==> src/hw/rtl/psct_pkg.sv <==
// ----------------------------------------------------------------------------
// psct_pkg
// Types and constants of the parabolic sine / cosine / tangent pipeline.
// ----------------------------------------------------------------------------
package psct_pkg;

  localparam int FRAC_BITS = 16;
  localparam int SIN_LAT   = 10;   // register stages in one sine lane
  localparam int DIV_BITS  = 34;   // quotient bits, one per divider stage
  localparam int LATENCY   = SIN_LAT + DIV_BITS + 2;

  localparam logic [24:0] HALF_TURN   = 25'(180 << FRAC_BITS);
  localparam logic [24:0] FULL_TURN   = 25'(360 << FRAC_BITS);
  localparam logic [32:0] QUARTER     = 33'(90 << FRAC_BITS);
  localparam logic [14:0] WRAP_OFFSET = 15'd8235;       // 183 * 45
  localparam logic [10:0] WRAP_RECIP  = 11'd1457;       // ceil(2^16 / 45)
  localparam logic [49:0] SIN_HALF_DEN = 50'd265420800; // 8100 * 2^16 / 2
  localparam logic [27:0] SIN_RECIP   = 28'd135742176;  // floor(2^38 / 2025)
  localparam logic [39:0] COR_HALF_DEN = 40'd1310720;   // 40 * 2^16 / 2
  localparam logic [16:0] DIV5_RECIP  = 17'd52429;      // ceil(2^18 / 5)
  localparam logic signed [31:0] VAL_MAX = 32'sh7FFFFFFF;
  localparam logic signed [31:0] VAL_MIN = 32'sh80000000;

  typedef struct packed {
    logic [2:0]         op;
    logic signed [31:0] angle_degrees;
  } psct_in_t;

  typedef struct packed {
    logic signed [31:0] value;
    logic               saturated;
  } psct_out_t;

  // Side data that rides along the divider stages
  typedef struct packed {
    logic               tan;
    logic               neg;
    logic               zero;
    logic signed [31:0] fix_val;
  } psct_side_t;

endpackage

==> src/hw/rtl/psct_sine.sv <==
// ----------------------------------------------------------------------------
// psct_sine
// Ten-stage parabolic sine of an angle in degrees with optional correction.
// ----------------------------------------------------------------------------
module psct_sine (
  input  logic               clk,
  input  logic signed [32:0] ang,
  input  logic               precise,
  output logic signed [17:0] sin_out
);

  logic [8:0]  pr_r;

  // stage 1: coarse turn index, floor mod 45 of angle >> 19
  logic signed [13:0] ahi;
  logic [14:0] u;
  logic [14:0] u_r;
  logic [18:0] lo_r;
  logic [8:0]  qe_r;
  assign ahi = ang[32:19];
  assign u   = 15'($signed({ahi[13], ahi}) + $signed(psct_pkg::WRAP_OFFSET));

  always_ff @(posedge clk) begin
    u_r  <= u;
    lo_r <= ang[18:0];
    qe_r <= 9'((26'(u) * 26'(psct_pkg::WRAP_RECIP)) >> 16);
    pr_r <= {pr_r[7:0], precise};
  end

  // stage 2: remainder, estimate may be one high
  logic signed [16:0] rem2;
  logic signed [16:0] rem2_c;
  logic [24:0] r_r;
  assign rem2   = $signed({2'b00, u_r}) - $signed({1'b0, {7'd0, qe_r} * 16'd45});
  assign rem2_c = rem2[16] ? rem2 + 17'sd45 : rem2;

  always_ff @(posedge clk) begin
    r_r <= {rem2_c[5:0], lo_r};
  end

  // stage 3: fold into (-180, 180]
  logic signed [24:0] x3;
  logic [23:0] ax3;
  logic signed [24:0] x_r;
  logic [23:0] k_r;
  assign x3  = (r_r > psct_pkg::HALF_TURN) ? $signed(r_r - psct_pkg::FULL_TURN)
                                           : $signed(r_r);
  assign ax3 = x3[24] ? 24'(-x3) : 24'(x3);

  always_ff @(posedge clk) begin
    x_r <= x3;
    k_r <= 24'(psct_pkg::HALF_TURN) - ax3;
  end

  // stage 4: x * (180 - |x|)
  logic signed [49:0] prod_r;
  always_ff @(posedge clk) begin
    prod_r <= x_r * $signed({1'b0, k_r});
  end

  // stage 5: magnitude plus half divisor, drop the power-of-two part
  logic [49:0] mag5;
  logic [27:0] n_r;
  logic        neg_r;
  assign mag5 = prod_r[49] ? 50'(-prod_r) : 50'(prod_r);

  always_ff @(posedge clk) begin
    n_r   <= 28'((mag5 + psct_pkg::SIN_HALF_DEN) >> 18);
    neg_r <= prod_r[49];
  end

  // stage 6: quotient estimate by reciprocal of 2025
  logic [16:0] qd_r;
  logic [27:0] n6_r;
  logic        neg6_r;
  always_ff @(posedge clk) begin
    qd_r   <= 17'((56'(n_r) * 56'(psct_pkg::SIN_RECIP)) >> 38);
    n6_r   <= n_r;
    neg6_r <= neg_r;
  end

  // stage 7: correct estimate that is one low, apply sign
  logic [27:0] rem7;
  logic [16:0] q7;
  logic signed [17:0] s_r;
  assign rem7 = n6_r - ({11'd0, qd_r} * 28'd2025);
  assign q7   = (rem7 >= 28'd2025) ? qd_r + 17'd1 : qd_r;

  always_ff @(posedge clk) begin
    s_r <= neg6_r ? -$signed({1'b0, q7}) : $signed({1'b0, q7});
  end

  // stage 8: s * (|s| - 1)
  logic [17:0] as8;
  logic signed [18:0] dm8;
  logic signed [36:0] p_r;
  logic signed [17:0] s8_r;
  assign as8 = s_r[17] ? 18'(-s_r) : 18'(s_r);
  assign dm8 = $signed({1'b0, as8}) - $signed(19'(1 << psct_pkg::FRAC_BITS));

  always_ff @(posedge clk) begin
    p_r  <= s_r * dm8;
    s8_r <= s_r;
  end

  // stage 9: scale by 9, round toward 40 * 2^16
  logic [39:0] pm9;
  logic [39:0] m9;
  logic [16:0] n2_r;
  logic        negc_r;
  logic signed [17:0] s9_r;
  assign pm9 = p_r[36] ? 40'(-p_r) : 40'(p_r);
  assign m9  = pm9 * 40'd9;

  always_ff @(posedge clk) begin
    n2_r   <= 17'((m9 + psct_pkg::COR_HALF_DEN) >> 19);
    negc_r <= p_r[36];
    s9_r   <= s8_r;
  end

  // stage 10: divide by 5, add correction
  logic [16:0] q10;
  logic signed [17:0] corr;
  logic signed [17:0] out_r;
  assign q10  = 17'((35'(n2_r) * 35'(psct_pkg::DIV5_RECIP)) >> 18);
  assign corr = negc_r ? -$signed({1'b0, q10}) : $signed({1'b0, q10});

  always_ff @(posedge clk) begin
    out_r <= pr_r[8] ? s9_r + corr : s9_r;
  end

  assign sin_out = out_r;

endmodule

==> config.mk <==
export PLATFORM = sky130hd
export DESIGN_NAME = psct_sine
export DESIGN_NICKNAME = d
export VERILOG_FILES = /design/src/hw/rtl/psct_pkg.sv /design/src/hw/rtl/psct_sine.sv
export SDC_FILE = /design/constraint.sdc
export NUM_CORES = 2
export LEC_CHECK = 0
export BUFFER_PORTS_ARGS = -buffer_cell sky130_fd_sc_hd__buf_2
export CAP_MARGIN = 10
export CORE_ASPECT_RATIO = 1.4
export CORE_UTILIZATION = 40
export CTS_CLUSTER_DIAMETER = 200
export DETAILED_ROUTE_END_ITERATION = 7
export PLACE_DENSITY = 0.54
export SLEW_MARGIN = 0
export SYNTH_ARGS = -nofsm -noshare
export SYNTH_HDL_FRONTEND = slang
export SYNTH_SLANG_ARGS = --single-unit
==> constraint.sdc <==
create_clock -name clk -period 14.3 [get_ports clk]
set_input_delay 2.86 -clock clk [delete_from_list [all_inputs] [get_ports clk]]
set_output_delay 2.86 -clock clk [all_outputs]
set_load 0.05 [all_outputs]
### After elaboration in Yosys (flattened, before gate mapping)

Cells that the tools add are included.

| storage, ports and cells | value |
|---|---|
| input bits | 35 |
| bits in writable memories | 0 |
| bits in latches | 0 |
| bits in registers | 378 |
| output and inout port bits | 18 |
| logic and storage cells | 58 |
| bits in read-only memories | 0 |
| memories kept | 0 |

| cells by class | value |
|---|---|
| eq/ne operators | 0 |
| div/mod/pow operators | 0 |
| $mul | 8 |
| reductions and logical operators | 0 |
| magnitude comparators | 2 |
| bitwise gates (word level) | 0 |
| shifts and indexed selects | 0 |
| mux-type cells | 10 |
| $add $sub $neg | 17 |

Operators by type and width:

| operator | count |
|---|---|
| 18-bit 2-to-1 mux | 3 |
| 25-bit by 25-bit multiplier with 50-bit output | 1 |
| 28-bit by 23-bit multiplier with 50-bit output, second input constant | 1 |
| 46-bit by 28-bit adder with 46-bit output, second input constant | 1 |
| 46-bit 2-to-1 mux | 1 |
| 46-bit negator | 1 |
| 40-bit by 4-bit multiplier with 36-bit output, second input constant | 1 |
| 40-bit 2-to-1 mux | 1 |
| 37-bit negator with 40-bit output | 1 |
| 18-bit by 19-bit multiplier with 37-bit output | 1 |
| 36-bit by 21-bit adder with 36-bit output, second input constant | 1 |
| 17-bit 2-to-1 mux | 2 |
| 17-bit by 16-bit multiplier with 33-bit output, second input constant | 1 |
| 28-bit by 11-bit >= comparator with 1-bit output, second input constant | 1 |
| 17-bit by 11-bit multiplier with 28-bit output, second input constant | 1 |
| 28-bit subtractor | 1 |
| 25-bit by 24-bit greater-than comparator with 1-bit output, second input constant | 1 |
| 15-bit by 11-bit multiplier with 25-bit output, second input constant | 1 |
| 25-bit 2-to-1 mux | 1 |
| 25-bit subtractor, second input constant | 1 |
| 24-bit 2-to-1 mux | 1 |
| 24-bit negator | 1 |
| 24-bit subtractor, first input constant | 1 |
| 18-bit by 17-bit subtractor with 19-bit output, second input constant | 1 |
| other kinds (10) | 10 |

### Depth between registers and ports, before layout

| depth | value |
|---|---|
| depth in word-level cells | 6 |
| depth in mapped cells | 38 |
| depth with buffers taken out | 36 |

### Worst setup path after synthesis

No wires, ideal clock.

| timing path | value |
|---|---|
| kind | register -> register |
| start point | register s_r[1] |
| end point | register p_r[36] |
| required time | 14228 ps |
| slack | 5137 ps |
| stages on the path, launching flop included | 39 |
| arrival time | 9090 ps |
| cell sequence | dfxtp_1 clkbuf_1 inv_1 ha_1 nand2_1 or3_1 or3_1 clkbuf_1 nor3_1 nand2b_1 o21ai_0 xor2_1 clkbuf_1 ha_1 clkbuf_1 nand2b_1 fa_1 inv_1 [3 not listed] fa_1 fa_1 inv_1 fa_1 ha_1 a21o_1 a21o_1 a21oi_1 o21ai_0 a21oi_1 o31ai_1 a31o_2 a21o_1 a21o_1 a21oi_1 o31ai_1 o22ai_1 xnor2_1 |

| on the way | value |
|---|---|
| cells in the longest elaborated chain, start to end | 4 |

RTL lines:

| item | RTL line | RTL |
|---|---|---|
| from (decl) | psct_sine.sv:85 | `logic signed [17:0] s_r;` |
| from (signal assigned) | psct_sine.sv:90 | `s_r <= neg6_r ? -$signed({1'b0, q7}) : $signed({1'b0, q7});` |
| 18-bit negator | psct_sine.sv:98 | `assign as8 = s_r[17] ? 18'(-s_r) : 18'(s_r);` |
| 18-bit 2-to-1 mux | psct_sine.sv:98 |  |
| 18-bit by 17-bit subtractor with 19-bit output | psct_sine.sv:99 | `assign dm8 = $signed({1'b0, as8}) - $signed(19'(1 << psct_pkg::FRAC_BITS));` |
| 18-bit by 19-bit multiplier with 37-bit output (*) | psct_sine.sv:102 | `p_r <= s_r * dm8;` |
| to (signal assigned) | psct_sine.sv:102 |  |
| to (decl) | psct_sine.sv:96 | `logic signed [36:0] p_r;` |

Every way passes the cells marked *; elsewhere a longest branch is shown, timed or not.
A chain may end at the register's enable or synchronous reset.

### Worst setup path after layout

| timing path | value |
|---|---|
| start point | register s_r[2] |
| end point | register p_r[36] |

The elaborated chain is that of the path after synthesis.

==> out/qor.txt <==
DP Worst Slack -> 4.063 ns
Max-slew violation count -> 0
CP Class -> flip-flop to flip-flop
Reg-to-reg setup timing slack -> 4.16 ns
CP Capture Point -> p_r[36]$_DFF_P_
I/O pin count -> 53
ANT nets after route -> 0
Slowest stage delay, CP -> 0.58 ns
Worst Path Arrival -> 10.66 ns
Synth top area cells -> fa_1 (40%), ha_1 (16%), dfxtp_1 (10%)
Initial antenna violation count -> 0
R2R cell count -> 31
Tot GR Track Use -> 0.2061
Worst Path Required -> 14.82 ns
Total setup buffers inserted after CTS -> 0
P&R area growth vs syn -> 6.819%
Final net count -> 9875
Post-synth EDFFs -> 0
Post-synth top area cell -> fa_1
Warnings from Yosys -> 0
CP Launch Type -> flip-flop
Routed via count -> 49341
Vias in the first global route -> 55155
Worst setup EP type -> flip-flop
DRC Markers -> 0
DRT Wirelength -> 179900 um
TritonCTS buffer count -> 48
Worst r2r src -> s_r[2]$_DFF_P_
Site Rows -> 183
Most frequent CP cell -> fa_1
Layout cell share with drive strength beyond 1 -> 0.04070
CTS max path bufs -> 3
Final Cycle Share -> 0.7092
Netlist cell types -> 98
H-tree depth -> 2
HP Class -> flip-flop to flip-flop
Overflow after GRT -> 0
CP Max Fanout -> 24
WL/cell -> 18.25 um
RSZ-0062 raised after global routing -> false
Crit Reg-Reg Endpoint -> p_r[36]$_DFF_P_
Tmin final -> 10.14 ns
Die W -> 359.3 um
Initial Util -> 0.4025
#FFs+latches synth -> 373
Buf+Inv Stages, Crit Path -> 3
Critical path depth -> 31
Die area -> 0.1805 mm2
Slew HR -> 0.2715
Avg Cell Area, Syn -> 9.512 um2
Drt first pass iters -> 5
Final Hold Fails -> 0
Synthesized area -> 0.07151 mm2
Post-synthesis sequential area ratio -> 0.1044
Core area -> 0.1777 mm2
CTS tree -> done
Max-cap violations -> 0
Area share of the largest cell type after synthesis -> 0.3970
Initial drt markers -> 1889
Die Ht -> 502.3 um
Final worst slack -> 4.159 ns
Via density -> 5.005
Setup Skew -> 0.05308 ns
First-pass GRT wire length -> 291900 um
Setup violators final -> 0
Critical path launch point -> s_r[2]$_DFF_P_
Most common cell after layout, fill and taps aside -> inv_1
Actual transition at the worst max-transition pin -> 1.084 ns
Clk sink count -> 373
Port bufs -> 52
Routability cong. -> 0.8789
Clock Root Buffer -> clkbuf_16
Status -> finished, final reports clean
# resized after CTS -> 0
Setup tns final -> 0 ns
Top FF cell, synth -> dfxtp_1
Crit path max-delay cell type -> dfxtp_1
Placed wire-length estimate -> 147900 um
Clock slew at reported path FFs -> 0.06 ns
Most frequent cells in the layout -> inv_1 (1775), fa_1 (1418), ha_1 (917)
Fmax -> 98.61 MHz
Syn_nets -> 9888
Largest net degree at the start of global routing -> 49
Post-synth ARST share -> 0
Mapped Cells -> 7518
CTS hold repair buffers -> 0
FILL cells -> 17480
CP delay by family, top -> adder cells
Skew-Pair Late Insertion Delay -> 0.67 ns
-- state kept, by name, indices dropped and copies added, names as in the netlist, 19 cells and up --
| name | cells |
|---|---|
| k_r | 24 |
| lo_r | 19 |
| n6_r | 28 |
| n_r | 28 |
| p_r | 36 |
| prod_r | 47 |
| r_r | 25 |
| x_r | 24 |
-- synthesized netlist by cell type (44+ instances only) --
| cell type | count |
|---|---|
| inv_1 | 1775 |
| fa_1 | 1418 |
| ha_1 | 917 |
| nand2_1 | 717 |
| and2_1 | 398 |
| dfxtp_1 | 373 |
| xnor2_1 | 313 |
| clkbuf_1 | 209 |
| a21oi_1 | 184 |
| nor2_1 | 179 |
| o21ai_0 | 148 |
| a21o_1 | 100 |
| xor2_1 | 84 |
| nand3_1 | 72 |
| nor3_1 | 67 |
| nand2b_1 | 44 |
-- cell type report --
class | instances | area (um2) | share of cell area
Tap cell | 2312 | 2893 | 0.03787
Sequential cell | 373 | 7468 | 0.09777
Multi-Input combinational cell | 5152 | 56570 | 0.7406
Clock inverter | 29 | 440.4 | 0.005766
Inverter | 1776 | 6666 | 0.08727
Timing Repair Buffer | 154 | 1026 | 0.01343
Antenna cell | 3 | 7.507 | 0.00009828
Clock buffer | 59 | 1313 | 0.01718
-- worst reg2reg max path: cells and delay by family, from the launching register on --
kind,cells,cell delay [ns]
buffers and inverters,3,0.15
adder cells (fa/ha/maj),8,3.90
XOR/XNOR,1,0.08
AND/OR/NAND/NOR,7,2.83
AO/OA/AOI/OAI,12,2.50
flip-flops,1,0.58
-- per-layer routing --
| layer | wire, um | track usage | vias to the layer above |
|---|---|---|---|
| met4 | 7859 | 0.08287 | 0 |
| met2 | 102500 | 0.4166 | 862 |
| met3 | 4808 | 0.01681 | 380 |
| met1 | 64740 | 0.2153 | 25156 |
| met5 | 0 | 0 | - |
| li1 | - | - | 22943 |
-- logic make-up after synthesis --
family,synth area share
mux,0.004952
xor+xnor,0.04862
compound gates,0.06341
fa+ha+maj,0.5577
buf+inv,0.1049
simple gates,0.1160
flops,0.1044
-- worst min path at each step --
| stage | slack (ns) | startpoint | cells after the start | end |
|---|---|---|---|---|
| 2_1_floorplan | 0.31 | neg_r$_DFF_P_ | 0 | neg6_r$_DFF_P_ |
| 3_3_place_gp | 0.31 | lo_r[1]$_DFF_P_ | 0 | r_r[1]$_DFF_P_ |
| 3_5_place_dp | 0.31 | s8_r[11]$_DFF_P_ | 0 | s9_r[11]$_DFF_P_ |
| 4_1_cts | 0.33 | s8_r[11]$_DFF_P_ | 0 | s9_r[11]$_DFF_P_ |
| 5_1_grt | 0.33 | lo_r[4]$_DFF_P_ | 0 | r_r[4]$_DFF_P_ |
| 6_report | 0.33 | s8_r[12]$_DFF_P_ | 0 | s9_r[12]$_DFF_P_ |
-- through the flow --
| step | utilization | instances | hold WS, ns | cell area [um2] |
|---|---|---|---|---|
| after detailed placement | 0.4200 | 9767 | 0.3121 | 74620 |
| after CTS | 0.4299 | 9855 | 0.3259 | 76380 |
| after global placement | 0.4200 | 9767 | 0.3098 | 74620 |
| after floorplan | - | 7518 | 0.3096 | 71510 |
| after global routing | 0.4299 | 9855 | 0.3293 | 76380 |
| final | 0.4299 | 9858 | 0.3253 | 76380 |
Power is left out: the tool's default activity adds up to more than one toggle a clock period on the data nets, which glitch-free logic cannot reach.
